--- config.mk ---
export PLATFORM = sky130hd
export DESIGN_NAME = multi_servo_slew_limiter_unit
export DESIGN_NICKNAME = d
export VERILOG_FILES = /design/src/hdl/msl_pkg.sv /design/src/hdl/msl_move.sv /design/src/hdl/multi_servo_slew_limiter_unit.sv
export SDC_FILE = /design/constraint.sdc
export NUM_CORES = 1
export LEC_CHECK = 0
export ABC_AREA = 1
export CAP_MARGIN = 20
export CORE_UTILIZATION = 60
export DETAILED_ROUTE_END_ITERATION = 8
export DONT_BUFFER_PORTS = 1
export GPL_TIMING_DRIVEN = 1
export PLACE_DENSITY_LB_ADDON = 0.05
export SYNTH_ARGS = -nofsm -noshare
export SYNTH_HDL_FRONTEND = slang
export SYNTH_SLANG_ARGS = --single-unit
--- constraint.sdc ---
create_clock -name clock -period 5.6 [get_ports clock]
set_input_delay 0.56 -clock clock [delete_from_list [all_inputs] [get_ports clock]]
set_output_delay 0.56 -clock clock [all_outputs]
set_load 0.02 [all_outputs]
--- src/hdl/msl_pkg.sv ---
// Shared types, codes and constants for the multichannel servo slew limiter.
package msl_pkg;

   localparam int NUM_CHANNELS_DEFAULT = 8;

   localparam int OP_W   = 3;
   localparam int PIN_W  = 6;
   localparam int POS_W  = 8;
   localparam int SPD_W  = 4;
   localparam int SLOT_W = 3;
   localparam int STAT_W = 2;
   localparam int TIME_W = 16;
   localparam int CSR_AW = 3;
   localparam int CSR_DW = 32;

   localparam logic [OP_W-1:0] OP_TICK       = 3'd0;
   localparam logic [OP_W-1:0] OP_ADD        = 3'd1;
   localparam logic [OP_W-1:0] OP_SET_POS    = 3'd2;
   localparam logic [OP_W-1:0] OP_SET_TARGET = 3'd3;
   localparam logic [OP_W-1:0] OP_READ       = 3'd4;

   localparam logic [STAT_W-1:0] STATUS_OK     = 2'd0;
   localparam logic [STAT_W-1:0] STATUS_NO_PIN = 2'd1;
   localparam logic [STAT_W-1:0] STATUS_FULL   = 2'd2;

   localparam logic REG_STEP_INTERVAL = 1'b0;

   localparam logic [TIME_W-1:0] STEP_INTERVAL_RESET = 16'd15;
   localparam logic [SPD_W-1:0]  NEW_CHANNEL_SPEED   = 4'd1;

   typedef struct packed {
      logic [PIN_W-1:0] pin;
      logic [POS_W-1:0] position;
      logic [POS_W-1:0] target;
      logic [SPD_W-1:0] speed;
      logic [POS_W-1:0] min;
      logic [POS_W-1:0] max;
   } entry_type;

   typedef enum logic [1:0] {
      ST_IDLE,
      ST_ADD,
      ST_READ,
      ST_EVAL
   } state_type;

endpackage

--- src/hdl/msl_move.sv ---
// Slew step unit: moves one channel by its speed toward its target within its limits.
module msl_move (
   input  msl_pkg::entry_type        entry,
   output logic [msl_pkg::POS_W-1:0] new_position
);
   import msl_pkg::*;

   logic [POS_W:0] pos_ext;
   logic [POS_W:0] up_sum;
   logic [POS_W:0] tgt_sum;
   logic [POS_W:0] low_sum;
   logic           hold;

   assign pos_ext = (POS_W+1)'(entry.position);
   assign up_sum  = pos_ext + (POS_W+1)'(entry.speed);
   assign tgt_sum = (POS_W+1)'(entry.target) + (POS_W+1)'(entry.speed);
   assign low_sum = (POS_W+1)'(entry.min) + (POS_W+1)'(entry.speed);
   assign hold    = (pos_ext < tgt_sum) && (up_sum > (POS_W+1)'(entry.target));

   always_comb begin
      new_position = entry.position;
      if (!hold) begin
         if (entry.position < entry.target) begin
            if (up_sum >= (POS_W+1)'(entry.max)) begin
               new_position = entry.max;
            end else begin
               new_position = up_sum[POS_W-1:0];
            end
         end else if (entry.position > entry.target) begin
            if (pos_ext <= low_sum) begin
               new_position = entry.min;
            end else begin
               new_position = entry.position - POS_W'(entry.speed);
            end
         end
      end
   end

endmodule

--- src/hdl/multi_servo_slew_limiter_unit.sv ---
// Top level of the multichannel servo slew limiter: sequencer, channel table and CSR.
// An add goes through the ADD state; a lookup walks the slots in order until its pin is found.
// A movement step walks the table through one shared step unit, one result per channel;
// a transaction is accepted only while the sequencer is idle.
// Each slot takes a registered table read and an evaluate state, which waits while its result is stalled.
// Reset clears the channel count, the millisecond counter and step_interval (to 15);
// table contents stay undefined until a channel is added.
module multi_servo_slew_limiter_unit #(
   parameter int NUM_CHANNELS = msl_pkg::NUM_CHANNELS_DEFAULT
) (
   input  logic                        clock,
   input  logic                        reset,
   input  logic                        req_valid,
   output logic                        req_stall,
   input  logic [msl_pkg::OP_W-1:0]    req_op,
   input  logic [msl_pkg::PIN_W-1:0]   req_pin,
   input  logic [msl_pkg::POS_W-1:0]   req_position,
   input  logic [msl_pkg::SPD_W-1:0]   req_speed,
   input  logic [msl_pkg::POS_W-1:0]   req_limit_low,
   input  logic [msl_pkg::POS_W-1:0]   req_limit_high,
   output logic                        rsp_valid,
   input  logic                        rsp_stall,
   output logic [msl_pkg::SLOT_W-1:0]  rsp_slot,
   output logic [msl_pkg::PIN_W-1:0]   rsp_pin_tag,
   output logic [msl_pkg::POS_W-1:0]   rsp_current_position,
   output logic [msl_pkg::POS_W-1:0]   rsp_target_position,
   output logic [msl_pkg::STAT_W-1:0]  rsp_status,
   output logic                        rsp_last,
   input  logic                        csr_psel,
   input  logic                        csr_penable,
   input  logic                        csr_pwrite,
   input  logic [msl_pkg::CSR_AW-1:0]  csr_paddr,
   input  logic [msl_pkg::CSR_DW-1:0]  csr_pwdata,
   output logic [msl_pkg::CSR_DW-1:0]  csr_prdata,
   output logic                        csr_pready
);
   import msl_pkg::*;

   localparam int IDX_W = (NUM_CHANNELS > 1) ? $clog2(NUM_CHANNELS) : 1;
   localparam int CNT_W = $clog2(NUM_CHANNELS + 1);

   state_type         state_ff, state_in;
   logic [IDX_W-1:0]  idx_ff, idx_in;
   logic [CNT_W-1:0]  count_ff, count_in;
   logic [TIME_W-1:0] elapsed_ff, elapsed_in;
   logic [TIME_W-1:0] step_interval_ff, step_interval_in;

   logic [OP_W-1:0]   cmd_op_ff, cmd_op_in;
   logic [PIN_W-1:0]  cmd_pin_ff, cmd_pin_in;
   logic [POS_W-1:0]  cmd_position_ff, cmd_position_in;
   logic [SPD_W-1:0]  cmd_speed_ff, cmd_speed_in;
   logic [POS_W-1:0]  cmd_low_ff, cmd_low_in;
   logic [POS_W-1:0]  cmd_high_ff, cmd_high_in;

   logic              rsp_valid_ff, rsp_valid_in;
   logic [SLOT_W-1:0] rsp_slot_ff, rsp_slot_in;
   logic [PIN_W-1:0]  rsp_pin_ff, rsp_pin_in;
   logic [POS_W-1:0]  rsp_cur_ff, rsp_cur_in;
   logic [POS_W-1:0]  rsp_tgt_ff, rsp_tgt_in;
   logic [STAT_W-1:0] rsp_status_ff, rsp_status_in;
   logic              rsp_last_ff, rsp_last_in;

   entry_type         entry_mem [NUM_CHANNELS];
   entry_type         rd_data_ff;
   entry_type         wr_data;
   entry_type         upd_entry;
   logic              wr_en;
   logic [IDX_W-1:0]  wr_addr;

   logic [POS_W-1:0]  move_pos;
   logic              out_free;
   logic              is_last;
   logic              pin_hit;
   logic              pin_miss;
   logic              csr_write;
   logic [TIME_W-1:0] elapsed_inc;

   msl_move u_move (
      .entry        (rd_data_ff),
      .new_position (move_pos)
   );

   assign req_stall            = (state_ff != ST_IDLE);
   assign rsp_valid            = rsp_valid_ff;
   assign rsp_slot             = rsp_slot_ff;
   assign rsp_pin_tag          = rsp_pin_ff;
   assign rsp_current_position = rsp_cur_ff;
   assign rsp_target_position  = rsp_tgt_ff;
   assign rsp_status           = rsp_status_ff;
   assign rsp_last             = rsp_last_ff;

   assign csr_pready = 1'b1;
   assign csr_write  = csr_psel && csr_penable && csr_pwrite;
   assign csr_prdata = (csr_paddr[2] == REG_STEP_INTERVAL) ? CSR_DW'(step_interval_ff) : '0;

   assign out_free    = !rsp_valid_ff || !rsp_stall;
   assign is_last     = (CNT_W'(idx_ff) + CNT_W'(1)) == count_ff;
   assign pin_hit     = (count_ff != '0) && (rd_data_ff.pin == cmd_pin_ff);
   assign pin_miss    = !pin_hit && (is_last || (count_ff == '0));
   assign elapsed_inc = (elapsed_ff == '1) ? elapsed_ff : elapsed_ff + TIME_W'(1);

   always_comb begin
      upd_entry = rd_data_ff;
      case (cmd_op_ff)
         OP_SET_POS: begin
            upd_entry.position = cmd_position_ff;
            upd_entry.target   = cmd_position_ff;
         end
         OP_SET_TARGET: begin
            upd_entry.target = cmd_position_ff;
            upd_entry.speed  = cmd_speed_ff;
         end
         default: begin
         end
      endcase
   end

   always_comb begin
      state_in         = state_ff;
      idx_in           = idx_ff;
      count_in         = count_ff;
      elapsed_in       = elapsed_ff;
      step_interval_in = step_interval_ff;
      cmd_op_in        = cmd_op_ff;
      cmd_pin_in       = cmd_pin_ff;
      cmd_position_in  = cmd_position_ff;
      cmd_speed_in     = cmd_speed_ff;
      cmd_low_in       = cmd_low_ff;
      cmd_high_in      = cmd_high_ff;
      rsp_valid_in     = rsp_valid_ff && rsp_stall;
      rsp_slot_in      = rsp_slot_ff;
      rsp_pin_in       = rsp_pin_ff;
      rsp_cur_in       = rsp_cur_ff;
      rsp_tgt_in       = rsp_tgt_ff;
      rsp_status_in    = rsp_status_ff;
      rsp_last_in      = rsp_last_ff;
      wr_en            = 1'b0;
      wr_addr          = idx_ff;
      wr_data          = rd_data_ff;

      if (csr_write && (csr_paddr[2] == REG_STEP_INTERVAL)) begin
         step_interval_in = csr_pwdata[TIME_W-1:0];
      end

      case (state_ff)
         ST_IDLE: begin
            if (req_valid) begin
               cmd_op_in       = req_op;
               cmd_pin_in      = req_pin;
               cmd_position_in = req_position;
               cmd_speed_in    = req_speed;
               cmd_low_in      = req_limit_low;
               cmd_high_in     = req_limit_high;
               idx_in          = '0;
               case (req_op)
                  OP_TICK: begin
                     elapsed_in = elapsed_inc;
                     if (elapsed_inc >= step_interval_ff) begin
                        elapsed_in = '0;
                        if (count_ff != '0) begin
                           state_in = ST_READ;
                        end
                     end
                  end
                  OP_ADD: begin
                     state_in = ST_ADD;
                  end
                  OP_SET_POS, OP_SET_TARGET, OP_READ: begin
                     state_in = ST_READ;
                  end
                  default: begin
                  end
               endcase
            end
         end
         ST_ADD: begin
            if (out_free) begin
               rsp_valid_in = 1'b1;
               rsp_pin_in   = cmd_pin_ff;
               rsp_last_in  = 1'b1;
               state_in     = ST_IDLE;
               if (count_ff == CNT_W'(NUM_CHANNELS)) begin
                  rsp_slot_in   = '0;
                  rsp_cur_in    = '0;
                  rsp_tgt_in    = '0;
                  rsp_status_in = STATUS_FULL;
               end else begin
                  wr_en            = 1'b1;
                  wr_addr          = count_ff[IDX_W-1:0];
                  wr_data.pin      = cmd_pin_ff;
                  wr_data.position = cmd_low_ff;
                  wr_data.target   = cmd_low_ff;
                  wr_data.speed    = NEW_CHANNEL_SPEED;
                  wr_data.min      = cmd_low_ff;
                  wr_data.max      = cmd_high_ff;
                  rsp_slot_in      = SLOT_W'(count_ff);
                  rsp_cur_in       = cmd_low_ff;
                  rsp_tgt_in       = cmd_low_ff;
                  rsp_status_in    = STATUS_OK;
                  count_in         = count_ff + CNT_W'(1);
               end
            end
         end
         ST_READ: begin
            state_in = ST_EVAL;
         end
         ST_EVAL: begin
            if (cmd_op_ff == OP_TICK) begin
               if (out_free) begin
                  wr_en            = 1'b1;
                  wr_data.position = move_pos;
                  rsp_valid_in     = 1'b1;
                  rsp_slot_in      = SLOT_W'(idx_ff);
                  rsp_pin_in       = rd_data_ff.pin;
                  rsp_cur_in       = move_pos;
                  rsp_tgt_in       = rd_data_ff.target;
                  rsp_status_in    = STATUS_OK;
                  rsp_last_in      = is_last;
                  if (is_last) begin
                     state_in = ST_IDLE;
                  end else begin
                     idx_in   = idx_ff + IDX_W'(1);
                     state_in = ST_READ;
                  end
               end
            end else if (pin_hit) begin
               if (out_free) begin
                  wr_en         = (cmd_op_ff == OP_SET_POS) || (cmd_op_ff == OP_SET_TARGET);
                  wr_data       = upd_entry;
                  rsp_valid_in  = 1'b1;
                  rsp_slot_in   = SLOT_W'(idx_ff);
                  rsp_pin_in    = upd_entry.pin;
                  rsp_cur_in    = upd_entry.position;
                  rsp_tgt_in    = upd_entry.target;
                  rsp_status_in = STATUS_OK;
                  rsp_last_in   = 1'b1;
                  state_in      = ST_IDLE;
               end
            end else if (pin_miss) begin
               if (out_free) begin
                  rsp_valid_in  = 1'b1;
                  rsp_slot_in   = '0;
                  rsp_pin_in    = cmd_pin_ff;
                  rsp_cur_in    = '0;
                  rsp_tgt_in    = '0;
                  rsp_status_in = STATUS_NO_PIN;
                  rsp_last_in   = 1'b1;
                  state_in      = ST_IDLE;
               end
            end else begin
               idx_in   = idx_ff + IDX_W'(1);
               state_in = ST_READ;
            end
         end
         default: begin
            state_in = ST_IDLE;
         end
      endcase
   end

   always_ff @(posedge clock) begin
      if (reset) begin
         state_ff         <= ST_IDLE;
         count_ff         <= '0;
         elapsed_ff       <= '0;
         step_interval_ff <= STEP_INTERVAL_RESET;
         rsp_valid_ff     <= 1'b0;
      end else begin
         state_ff         <= state_in;
         count_ff         <= count_in;
         elapsed_ff       <= elapsed_in;
         step_interval_ff <= step_interval_in;
         rsp_valid_ff     <= rsp_valid_in;
      end
   end

   always_ff @(posedge clock) begin
      idx_ff          <= idx_in;
      cmd_op_ff       <= cmd_op_in;
      cmd_pin_ff      <= cmd_pin_in;
      cmd_position_ff <= cmd_position_in;
      cmd_speed_ff    <= cmd_speed_in;
      cmd_low_ff      <= cmd_low_in;
      cmd_high_ff     <= cmd_high_in;
      rsp_slot_ff     <= rsp_slot_in;
      rsp_pin_ff      <= rsp_pin_in;
      rsp_cur_ff      <= rsp_cur_in;
      rsp_tgt_ff      <= rsp_tgt_in;
      rsp_status_ff   <= rsp_status_in;
      rsp_last_ff     <= rsp_last_in;
   end

   always_ff @(posedge clock) begin
      if (wr_en) begin
         entry_mem[wr_addr] <= wr_data;
      end
      rd_data_ff <= entry_mem[idx_ff];
   end

   a_count_bound: assert property (@(posedge clock) disable iff (reset)
      count_ff <= CNT_W'(NUM_CHANNELS))
      else $error("Channel count exceeds the table size.");

   a_eval_in_table: assert property (@(posedge clock) disable iff (reset)
      (state_ff == ST_EVAL) |-> ((CNT_W'(idx_ff) < count_ff) || (count_ff == '0)))
      else $error("Table walk is past the last channel.");

   a_count_only_on_add: assert property (@(posedge clock) disable iff (reset)
      (state_ff != ST_ADD) |=> (count_ff == $past(count_ff)))
      else $error("Channel count changed outside an add transaction.");

   a_error_shape: assert property (@(posedge clock) disable iff (reset)
      (rsp_valid_ff && (rsp_status_ff != STATUS_OK)) |->
         (rsp_last_ff && (rsp_cur_ff == '0) && (rsp_tgt_ff == '0) && (rsp_slot_ff == '0)))
      else $error("Error transaction carries channel data.");

endmodule
# Word-level counts from Yosys, hierarchy flattened
# Memories as Yosys holds them, arrays and structs flattened. A register that Yosys moved wholly into a read port is not among the register bits.
# Cells that the tools add are included.
totals:
  reg_bits: 107
  mem_bits_rw: 336
  inputBits: 79
  out_inout_bits: 63
  elab_cells: 190
  mem_count: 1
op_classes:
  add_sub_neg: 8
  magnitude_cmp: 7
  eq_ne: 26
  n_mux: 96
  n_bitwise: 2
  reduce_logical: 32
mem_list:
  columns: ["memory", "depth", "word_bits", "rd", "rd_ports_with_merged_regs", "write_ports", "line_no", "source"]
  rows:
  - ["entry_mem", 8, 42, 1, 1, 1, "multi_servo_slew_limiter_unit.sv:63", "entry_type entry_mem [NUM_CHANNELS];"]
op_table:
  columns: ["op", "n"]
  rows:
  - ["$mux W8", 21]
  - ["$mux W42", 2]
  - ["$pmux W42 S2", 1]
  - ["$mux W36", 2]
  - ["$mux W16", 3]
  - ["$mux W3", 16]
  - ["$mux W2", 16]
  - ["$pmux W8 S2", 2]
  - ["$mux W6", 5]
  - ["$mux W28", 1]
  - ["$add A8 B4 Y9", 3]
  - ["$ne A3 B3 Y1 const B", 8]
  - ["$mux W1", 17]
  - ["$add A16 B1 Y16 const B", 1]
  - ["$eq A16 B16 Y1 const B", 1]
  - ["$ge A16 B16 Y1", 1]
  - ["$eq A3 B2 Y1 const B", 4]
  - ["$pmux W3 S2", 2]
  - ["$pmux W6 S2", 1]
  - ["$reduce_and A6 Y1", 2]
  - ["$ge A9 B8 Y1", 1]
  - ["$gt A9 B8 Y1", 1]
  - ["$le A8 B9 Y1", 1]
  - ["$lt A8 B9 Y1", 1]
  - ["other kinds (36)", 58]

# Longest topological paths before layout
# Gate-level depths: netlist (run 1).
logic_depth:
  word_depth: 9
  depth_mapped: 26
  depth_no_buf: 24

# Modules after synthesis
# A second synthesis (run 1) with hierarchy kept.
hier_totals:
  cells_unflattened: 2360
  area_unflattened_um2: 23048.4
modules_own_cells:
  columns: ["mod", "n_inst", "cells_each", "area_per_inst_um2", "seq_area_each_um2"]
  rows:
  - ["multi_servo_slew_limiter_unit", 1, 1971, 20688.6, 13753.2]
  - ["msl_move", 1, 389, 2359.8, 0.0]

# Least setup slack after synthesis (run 1)
# No wires, ideal clock.
synth_path:
  path_kind: "input-to-reg"
  from: "input port rsp_stall"
  to: "memory entry_mem[0][0] in the netlist's numbering (enable)"
  setup_time_ps: 441
  arrival_time_ps: 3474
  required_time_ps: 5159
  setup_slack_ps: 1684
  cell_stages: 10
  n_path_buf: 1
  path_cell_list: "nand2_1 inv_1 nor3_1 inv_1 nor2_1 buf_2 nand2_1 o21ai_2 inv_1 nor2_1"
synth_between:
  elab_chain_cells: 8
  elab_cells_between_ends: 12
  classes_between: "mux: 10; reduce/logical: 2"
synth_rtl:
  columns: ["item", "line_no", "source"]
  rows:
  - ["start: declaration", "multi_servo_slew_limiter_unit.sv:22", "input logic rsp_stall,"]
  - ["$logic_not A1 Y1 (*)", "multi_servo_slew_limiter_unit.sv:96", "assign out_free = !rsp_valid_ff || !rsp_stall;"]
  - ["$logic_or A1 B1 Y1 (*)", "multi_servo_slew_limiter_unit.sv:96", null]
  - ["$mux W1", "multi_servo_slew_limiter_unit.sv:227", "if (out_free) begin"]
  - ["$mux W1", "multi_servo_slew_limiter_unit.sv:226", "end else if (pin_hit) begin"]
  - ["$mux W1", "multi_servo_slew_limiter_unit.sv:208", "if (cmd_op_ff == OP_TICK) begin"]
  - ["$pmux W1 S2", "multi_servo_slew_limiter_unit.sv:145", "case (state_ff)"]
  - ["$mux W1", "multi_servo_slew_limiter_unit.sv:294", "if (wr_en) begin"]
  - ["$mux W1 (implied by the code)", "multi_servo_slew_limiter_unit.sv:295", "entry_mem[wr_addr] <= wr_data;"]
  - ["end: declaration", "multi_servo_slew_limiter_unit.sv:63", null]
# Every way passes the cells marked *; elsewhere a longest branch is shown, timed or not.

==> flow_summary.json, run 1 <==
{
  "status": "finished, final reports clean",
  "rsz0062_at_grt": "no",
  "pin_count": 142,
  "yosysSeqAreaShare_pct": 60.7,
  "syn_inst": 2223,
  "crit_chain": "ha_1 -> inv_2 -> nand3_2 -> nand2_4 -> xor2_1 -> inv_1 -> ha_1 -> nand2_1 -> nor2_1 -> nand3_1 -> nand3_1 -> nand2_1 -> nand2_1 -> nand2_1 -> nand3_2 -> nand2_1 -> nand3_1 -> nand3_1 -> nand2_1 -> nand2_1 -> nand2_1 -> nand3_1",
  "synth_most_common_cell": "edfxtp_1",
  "yosys_warnings": 0,
  "preCtsSetupSlack_ns": 1.51,
  "wirelength_um": 56500,
  "yosys_register_bits": 485,
  "p_sw_share_pct": 37.6,
  "cts_num_sinks": 485,
  "r2r_start": "rd_data_ff[30]",
  "synth_top_area_share_pct": 53.6,
  "crit_path_end_kind": "register",
  "synthArstFlopShare_pct": 0,
  "hpwl_um": 36300,
  "start_util_pct": 61.4,
  "p_int_uw": 7600,
  "drt-pass1-iter-count": 6,
  "worstSetupPathType": "register to register",
  "crit_family": "simple AND/OR/NAND/NOR gates",
  "min_path_type": "input pin to register",
  "port_buffers": 0,
  "initialDrtViolationCount": 1340,
  "antenna_found_initial": 0,
  "synth.area.top_cells": "edfxtp_1 (54%), dfxtp_1 (7.2%), nor2_1 (6.4%)",
  "hp-start": "reset",
  "clock_path_buffers": 3,
  "drt-wirelength-per-cell_um": 20.6,
  "cts_tree": "built",
  "numCtsBuffers": 49,
  "path_buf_inv": 2,
  "arrival_ns": 4.40,
  "gp_congestion": 0.927,
  "nets": 2355,
  "viasPerCell": 5.86,
  "drc": 0,
  "max_freq_ghz": 0.239,
  "period_minus_slack_ns": 4.18,
  "grt.overflow.total": 0,
  "crit_top_cell": "nand2_1",
  "antenna_cells": 0,
  "cpMaxStageDelayCell": "dfxtp_1",
  "synth_area_per_cell_um2": 10.2,
  "die-area_um2": 38500,
  "finalClockSkew_ns": 0.0157,
  "tns_ns": 0,
  "drv_slew": 0,
  "hold_viol_final": 0,
  "p_seq_share_pct": 40.8,
  "slew_headroom_pct": 26.5,
  "synth_edf_count": 404,
  "vias": 16100,
  "grt_pass1_vias": 15500,
  "clkTransAtPathRegs_ns": 0.06,
  "grt_pass1_wl_um": 87000,
  "fp.coreArea_um2": 36900,
  "synth_cell_type_count": 53,
  "antenna_left": 0,
  "worst_ir_drop_vdd_uv": 332,
  "synth_area_um2": 22600,
  "dieHeight_um": 196,
  "power_switching_uw": 4570,
  "cts_resized": 0,
  "worstPathMaxFanout": 11,
  "hold_depth": 1,
  "cp.required_ns": 5.82,
  "worst_pin_slew_ns": 1.09,
  "r2r_end": "entry_mem[7][30]",
  "setup_viol": 0,
  "rrSetupSlack_ns": 1.42,
  "die_w_um": 196,
  "syn2layout_area_growth_pct": 9.01,
  "grt_use_total_pct": 29.9,
  "reg2regPathDepth": 22,
  "htreeDepth": 2,
  "pwr-share-clk_pct": 25.8,
  "drive_gt1_share_pct": 6.98,
  "grt_max_degree": 94,
  "synthTopCellsByCount": "edfxtp_1 (404), nor2_1 (384), nand2_1 (274)",
  "yosysTopAreaCell": "edfxtp_1",
  "slowest_delay_ns": 0.64,
  "whs_endpoint": "elapsed_ff[0]",
  "final.fill_count": 2859,
  "startpoint_type": "register",
  "max-cap-violations": 0,
  "min_period_over_period_pct": 74.6,
  "insertion_delay_ns": 0.60,
  "root_buffer": "clkbuf_16",
  "rows": 70,
  "p_comb_share_pct": 33.5,
  "power_leakage_uw": 0.00916,
  "synthFlopType": "edfxtp_1",
  "worst_slack_ns": 1.42,
  "power.density_nw_per_um2": 493
}
[placed cells by master (no fill, tap or decap), drive strengths merged, types with 18 or more instances in the layout]
cell type	n
a21oi	84
a31oi	48
buf	25
clkbuf	68
clkinv	19
dfxtp	81
edfxtp	404
ha	75
inv	164
nand2	284
nand3	100
nand4	22
nor2	394
nor3	31
o211ai	18
o21ai	274
o22ai	50
xor2	31
[routing by layer]
layer,wire length (um),global-route usage [%]
met1,24300,39.8
met2,27200,49.5
met3,3160,3.95
met4,1910,12.4
met5,0,0
[area by class of cell]
class                   count  area [um^2]  area share [%]
clock buffers              68         1330            5.38
clock inverters            22          200           0.811
flip-flops and latches    485        13800            55.7
inverters                 164          626            2.53
multi-input cells        1470         7820            31.7
repair buffers             27          328            1.33
well taps                 504          631            2.55
[power by group through the flow]
| stage | Clock [uW] | Sequential (uW) | Combinational [uW] |
|---|---|---|---|
| global placement | 0 | 5030 | 3910 |
| finish | 3140 | 4960 | 4070 |
| floorplan | 0 | 4870 | 2970 |
| detailed placement | 0 | 5030 | 4010 |
| CTS | 3180 | 4960 | 4040 |
| global route | 3300 | 4990 | 4560 |
[timing repair]
item,4_1_cts,5_1_grt
setup buffers,0,0
hold endpoints to repair,14,0
hold buffers,2,0
[worst reg2reg max path, delay by kind of cell (launching register included)]
family	cells	cell delay (ns)
fa+ha+maj	2	0.75
xor+xnor	1	0.25
flops	1	0.64
simple gates	17	1.85
buf+inv	2	0.28
[sequential cells by signal, summed over array words and instances (netlist names), 3 cells and up]
signal,count
cmd_high_ff,8
rsp_current_position,8
step_interval_ff,16
elapsed_ff,16
rsp_pin_tag,6
cmd_position_ff,8
rsp_slot,3
rd_data_ff,42
count_ff,4
cmd_op_ff,3
cmd_pin_ff,6
rsp_target_position,8
idx_ff,3
entry_mem,336
cmd_low_ff,8
cmd_speed_ff,4
[how the worst max path moves through the flow]
| stage | startpoint | end | slack [ns] | cells after the start |
|---|---|---|---|---|
| 6_report | rd_data_ff[30] | entry_mem[7][30] | 1.42 | 22 |
| 5_1_grt | rd_data_ff[30] | entry_mem[5][29] | 1.13 | 23 |
| 4_1_cts | rd_data_ff[30] | entry_mem[3][35] | 1.47 | 23 |
| 3_5_place_dp | rd_data_ff[30] | entry_mem[4][35] | 1.51 | 23 |
| 3_3_place_gp | rd_data_ff[30] | entry_mem[4][30] | 1.58 | 22 |
| 2_1_floorplan | rsp_stall | entry_mem[0][0] | 1.68 | 10 |
[kinds of logic after synthesis]
group	after synthesis	share of synthesized area, %
other	2	0.0332
AND/OR/NAND/NOR	836	15.7
flip-flops	485	60.7
adder cells (fa/ha/maj)	79	4.50
buffers and inverters	283	5.30
XOR/XNOR	38	1.47
AO/OA/AOI/OAI	500	12.3
[per-stage QoR]
step	instances	hold WS (ns)	util [%]	cell area (um^2)	power, uW
finish	2740	0.0310	67.0	24700	12200
global route	2740	0.0141	67.0	24700	12900
CTS	2739	0.000161	66.9	24700	12200
detailed placement	2647	0.484	62.7	23100	9040
global placement	2647	0.480	62.7	23100	8940
floorplan	2238	0.456	-	22700	7840
(Power assumes the default switching activity.)
==> run 2: changes to the inputs <==
- ABC_AREA: 1 -> 0
- CORE_UTILIZATION: 60 -> 58
- clock period: 5.6 -> 3.35 ns (I/O delays scaled with it)
==> run 2 against run 1 <==
Against the previous run:
- power rose by 53%
- combinational power up 40%
- synthesized area decreased by 1.7%
- the run now ends with negative setup slack left
- synthesized cell count is 28% lower
- via count is 10% lower
- clock power grew 72%
==> flow_summary.json, run 2 <==
{
  "largest_reg_flops": 336,
  "synth_most_common_cell": "edfxtp_1",
  "numCtsBuffers": 49,
  "crit_top_cell": "buf_4",
  "drt-pass1-iter-count": 8,
  "vias": 14400,
  "clock_path_buffers": 3,
  "synth-simple-area-share_pct": 8.52,
  "min_path_type": "input pin to register",
  "synth.area.top_cells": "edfxtp_1 (55%), mux4_2 (8.5%), dfxtp_1 (7.3%)",
  "synthXorXnorAreaFrac_pct": 1.73,
  "layout_commonest_cell": "edfxtp_1",
  "drive_gt1_share_pct": 28.3,
  "slowest_delay_ns": 0.43,
  "yosysSeqAreaShare_pct": 61.8,
  "hold_viol_final": 0,
  "crit_path_end_kind": "register",
  "nets": 1978,
  "synth_top_family_by_area": "multiplexers",
  "synth_area_per_cell_um2": 14.0,
  "finalClockSkew_ns": 0.0244,
  "grt_max_degree": 63,
  "worst_ir_drop_vdd_uv": 651,
  "startpoint": "rd_data_ff[16]",
  "synth.mux.area_fraction_pct": 12.1,
  "drc": 0,
  "root_buffer": "clkbuf_16",
  "insertion_delay_ns": 0.60,
  "grt_pass1_vias": 14300,
  "pin_count": 142,
  "antenna_cells": 0,
  "wirelength_um": 58500,
  "setup_viol": 74,
  "worst_slack_ns": -0.394,
  "max-cap-violations": 0,
  "violations": "negative setup slack",
  "crit_chain": "ha_4 -> fa_2 -> a21o_1 -> a21oi_4 -> nor2_2 -> xnor2_1 -> ha_1 -> a22oi_1 -> nand2_1 -> buf_4 -> o211a_1 -> buf_4 -> nor2_4 -> o32ai_4 -> a2111oi_4 -> o22ai_4",
  "grt.overflow.total": 0,
  "yosys_register_bits": 485,
  "tns_ns": -18.98,
  "final_cell_mix": "edfxtp_1 (404), buf_4 (178), nand2_1 (157), nor2_1 (84), mux4_2 (84)",
  "groute.layer.met1.usage_pct": 43.6,
  "initialDrtViolationCount": 1198,
  "grt_util_met2_pct": 48.3,
  "drv_slew": 0,
  "dp.cells": 2213,
  "port_buffers": 0,
  "fin_cells": 2371,
  "synth_area_um2": 22300,
  "top_usage_layer": "met2",
  "grt_pass1_wl_um": 87400,
  "clkTransAtPathRegs_ns": 0.06,
  "hp-start": "reset",
  "syn2layout_area_growth_pct": 21.3,
  "preCtsSetupSlack_ns": -0.554,
  "cts_tree": "built",
  "yosysTopAreaCell": "edfxtp_1",
  "synthFlopType": "edfxtp_1",
  "largest_registers": "entry_mem x336, rd_data_ff x42",
  "worstPathMaxFanout": 8,
  "slew_headroom_pct": 28.6,
  "cts_num_sinks": 485,
  "syn_inst": 1595,
  "cpMaxStageDelayCell": "a2111oi_4",
  "gp_congestion": 0.979,
  "die_w_um": 198,
  "final_cell_area_um2": 27000,
  "synth_compound_area_share_pct": 8.06,
  "rsz0062_at_grt": "yes",
  "power_leakage_uw": 0.00966,
  "cp.required_ns": 3.65,
  "period_minus_slack_ns": 3.74,
  "final.fill_count": 2552,
  "rows": 71,
  "hpwl_um": 39200,
  "synthArstFlopShare_pct": 0,
  "synth_top_area_share_pct": 54.5,
  "status": "finished with violations",
  "power.density_nw_per_um2": 690,
  "met3_usage_pct": 5.33,
  "synth_cell_type_count": 82,
  "largest-register": "entry_mem",
  "htreeDepth": 2,
  "worst_pin_slew_ns": 1.06,
  "worstSetupPathType": "register to register",
  "viasPerCell": 6.08,
  "r2r_start": "rd_data_ff[16]",
  "crit_family": "compound AO/OA/AOI/OAI gates",
  "place_area_um2": 24300,
  "arrival_ns": 4.05,
  "path_buf_inv": 2,
  "die-area_um2": 39200,
  "final_util_pct": 71.7,
  "max_freq_ghz": 0.267,
  "start_util_pct": 59.1,
  "drt-wirelength-per-cell_um": 24.7,
  "dieHeight_um": 198,
  "synth_edf_count": 404,
  "grt_use_total_pct": 30.5,
  "startpoint_type": "register",
  "min_period_over_period_pct": 112,
  "antenna_left": 0,
  "synthTopCellsByCount": "edfxtp_1 (404), nand2_1 (160), nor2_1 (92)",
  "yosys_warnings": 0,
  "antenna_found_initial": 1,
  "fp.coreArea_um2": 37700,
  "synth-adder-area-share_pct": 4.58
}
==> run 2: cell type report <==
class	instances	area, um^2	share of cell area [%]
Clock buffer	59	1310	4.83
Clock inverter	32	293	1.08
Inverter	58	220	0.816
Multi-Input combinational cell	973	8540	31.6
Sequential cell	485	13800	51.0
Tap cell	511	639	2.37
Timing Repair Buffer	253	2230	8.25
==> run 2: path summary, 6_finish.rpt <==
path / slack [ns] / endpoint / depth (start not counted)
worst max register to register: -0.39 / entry_mem[5][34] / 16
worst min-delay path: 0.04 / state_ff[0] / 3
worst min register to register: 0.46 / step_interval_ff[15] / 2
worst max-delay path: -0.39 / entry_mem[5][34] / 16
==> run 2: kinds of logic (layout without fill, tap and decap cells) <==
| kind of cell | after synthesis | in the layout |
|---|---|---|
| xor gates and xnor gates | 44 | 44 |
| buffers and inverters | 152 | 402 |
| adders and majority gates | 79 | 79 |
| muxes | 159 | 159 |
| DFF | 485 | 485 |
| AOI/OAI and AO/OA | 271 | 271 |
| and+or+nand+nor | 403 | 403 |
| other | 2 | 17 |
==> run 2: worst min-delay path: cells and delay by family <==
family | cells | cell delay [ns]
AOI/OAI and AO/OA | 3 | 0.26
==> run 2: layer usage <==
| metal | vias to the layer above | share of wire, % | wire (um) |
|---|---|---|---|
| met5 | - | 0 | 0 |
| met4 | 0 | 2.3 | 1370 |
| met3 | 91 | 7.1 | 4160 |
| met2 | 549 | 47 | 27700 |
| met1 | 7247 | 43 | 25300 |
| li1 | 6522 | - | - |
==> run 2: where the power goes <==
part / internal [uW] / switching (uW)
Sequential: 7200 / 314
Combinational: 2520 / 3180
Clock: 3100 / 2310
Total: 12800 / 5810
==> run 2: metrics by stage <==
stage	hold slack (ns)	total power [uW]
after floorplan	0.434	10600
after global placement	0.409	12400
after detailed placement	0.413	12500
after CTS	0.0143	18400
after global routing	0.0274	19400
final	0.0382	18600
==> run 2: what timing repair did <==
action,CTS,global route
pin swaps,39,40
hold buffers,57,0
setup endpoints to repair,75,89
buffers inserted,7,7
cloned,1,0
hold endpoints to repair,68,0
resized for setup,65,39
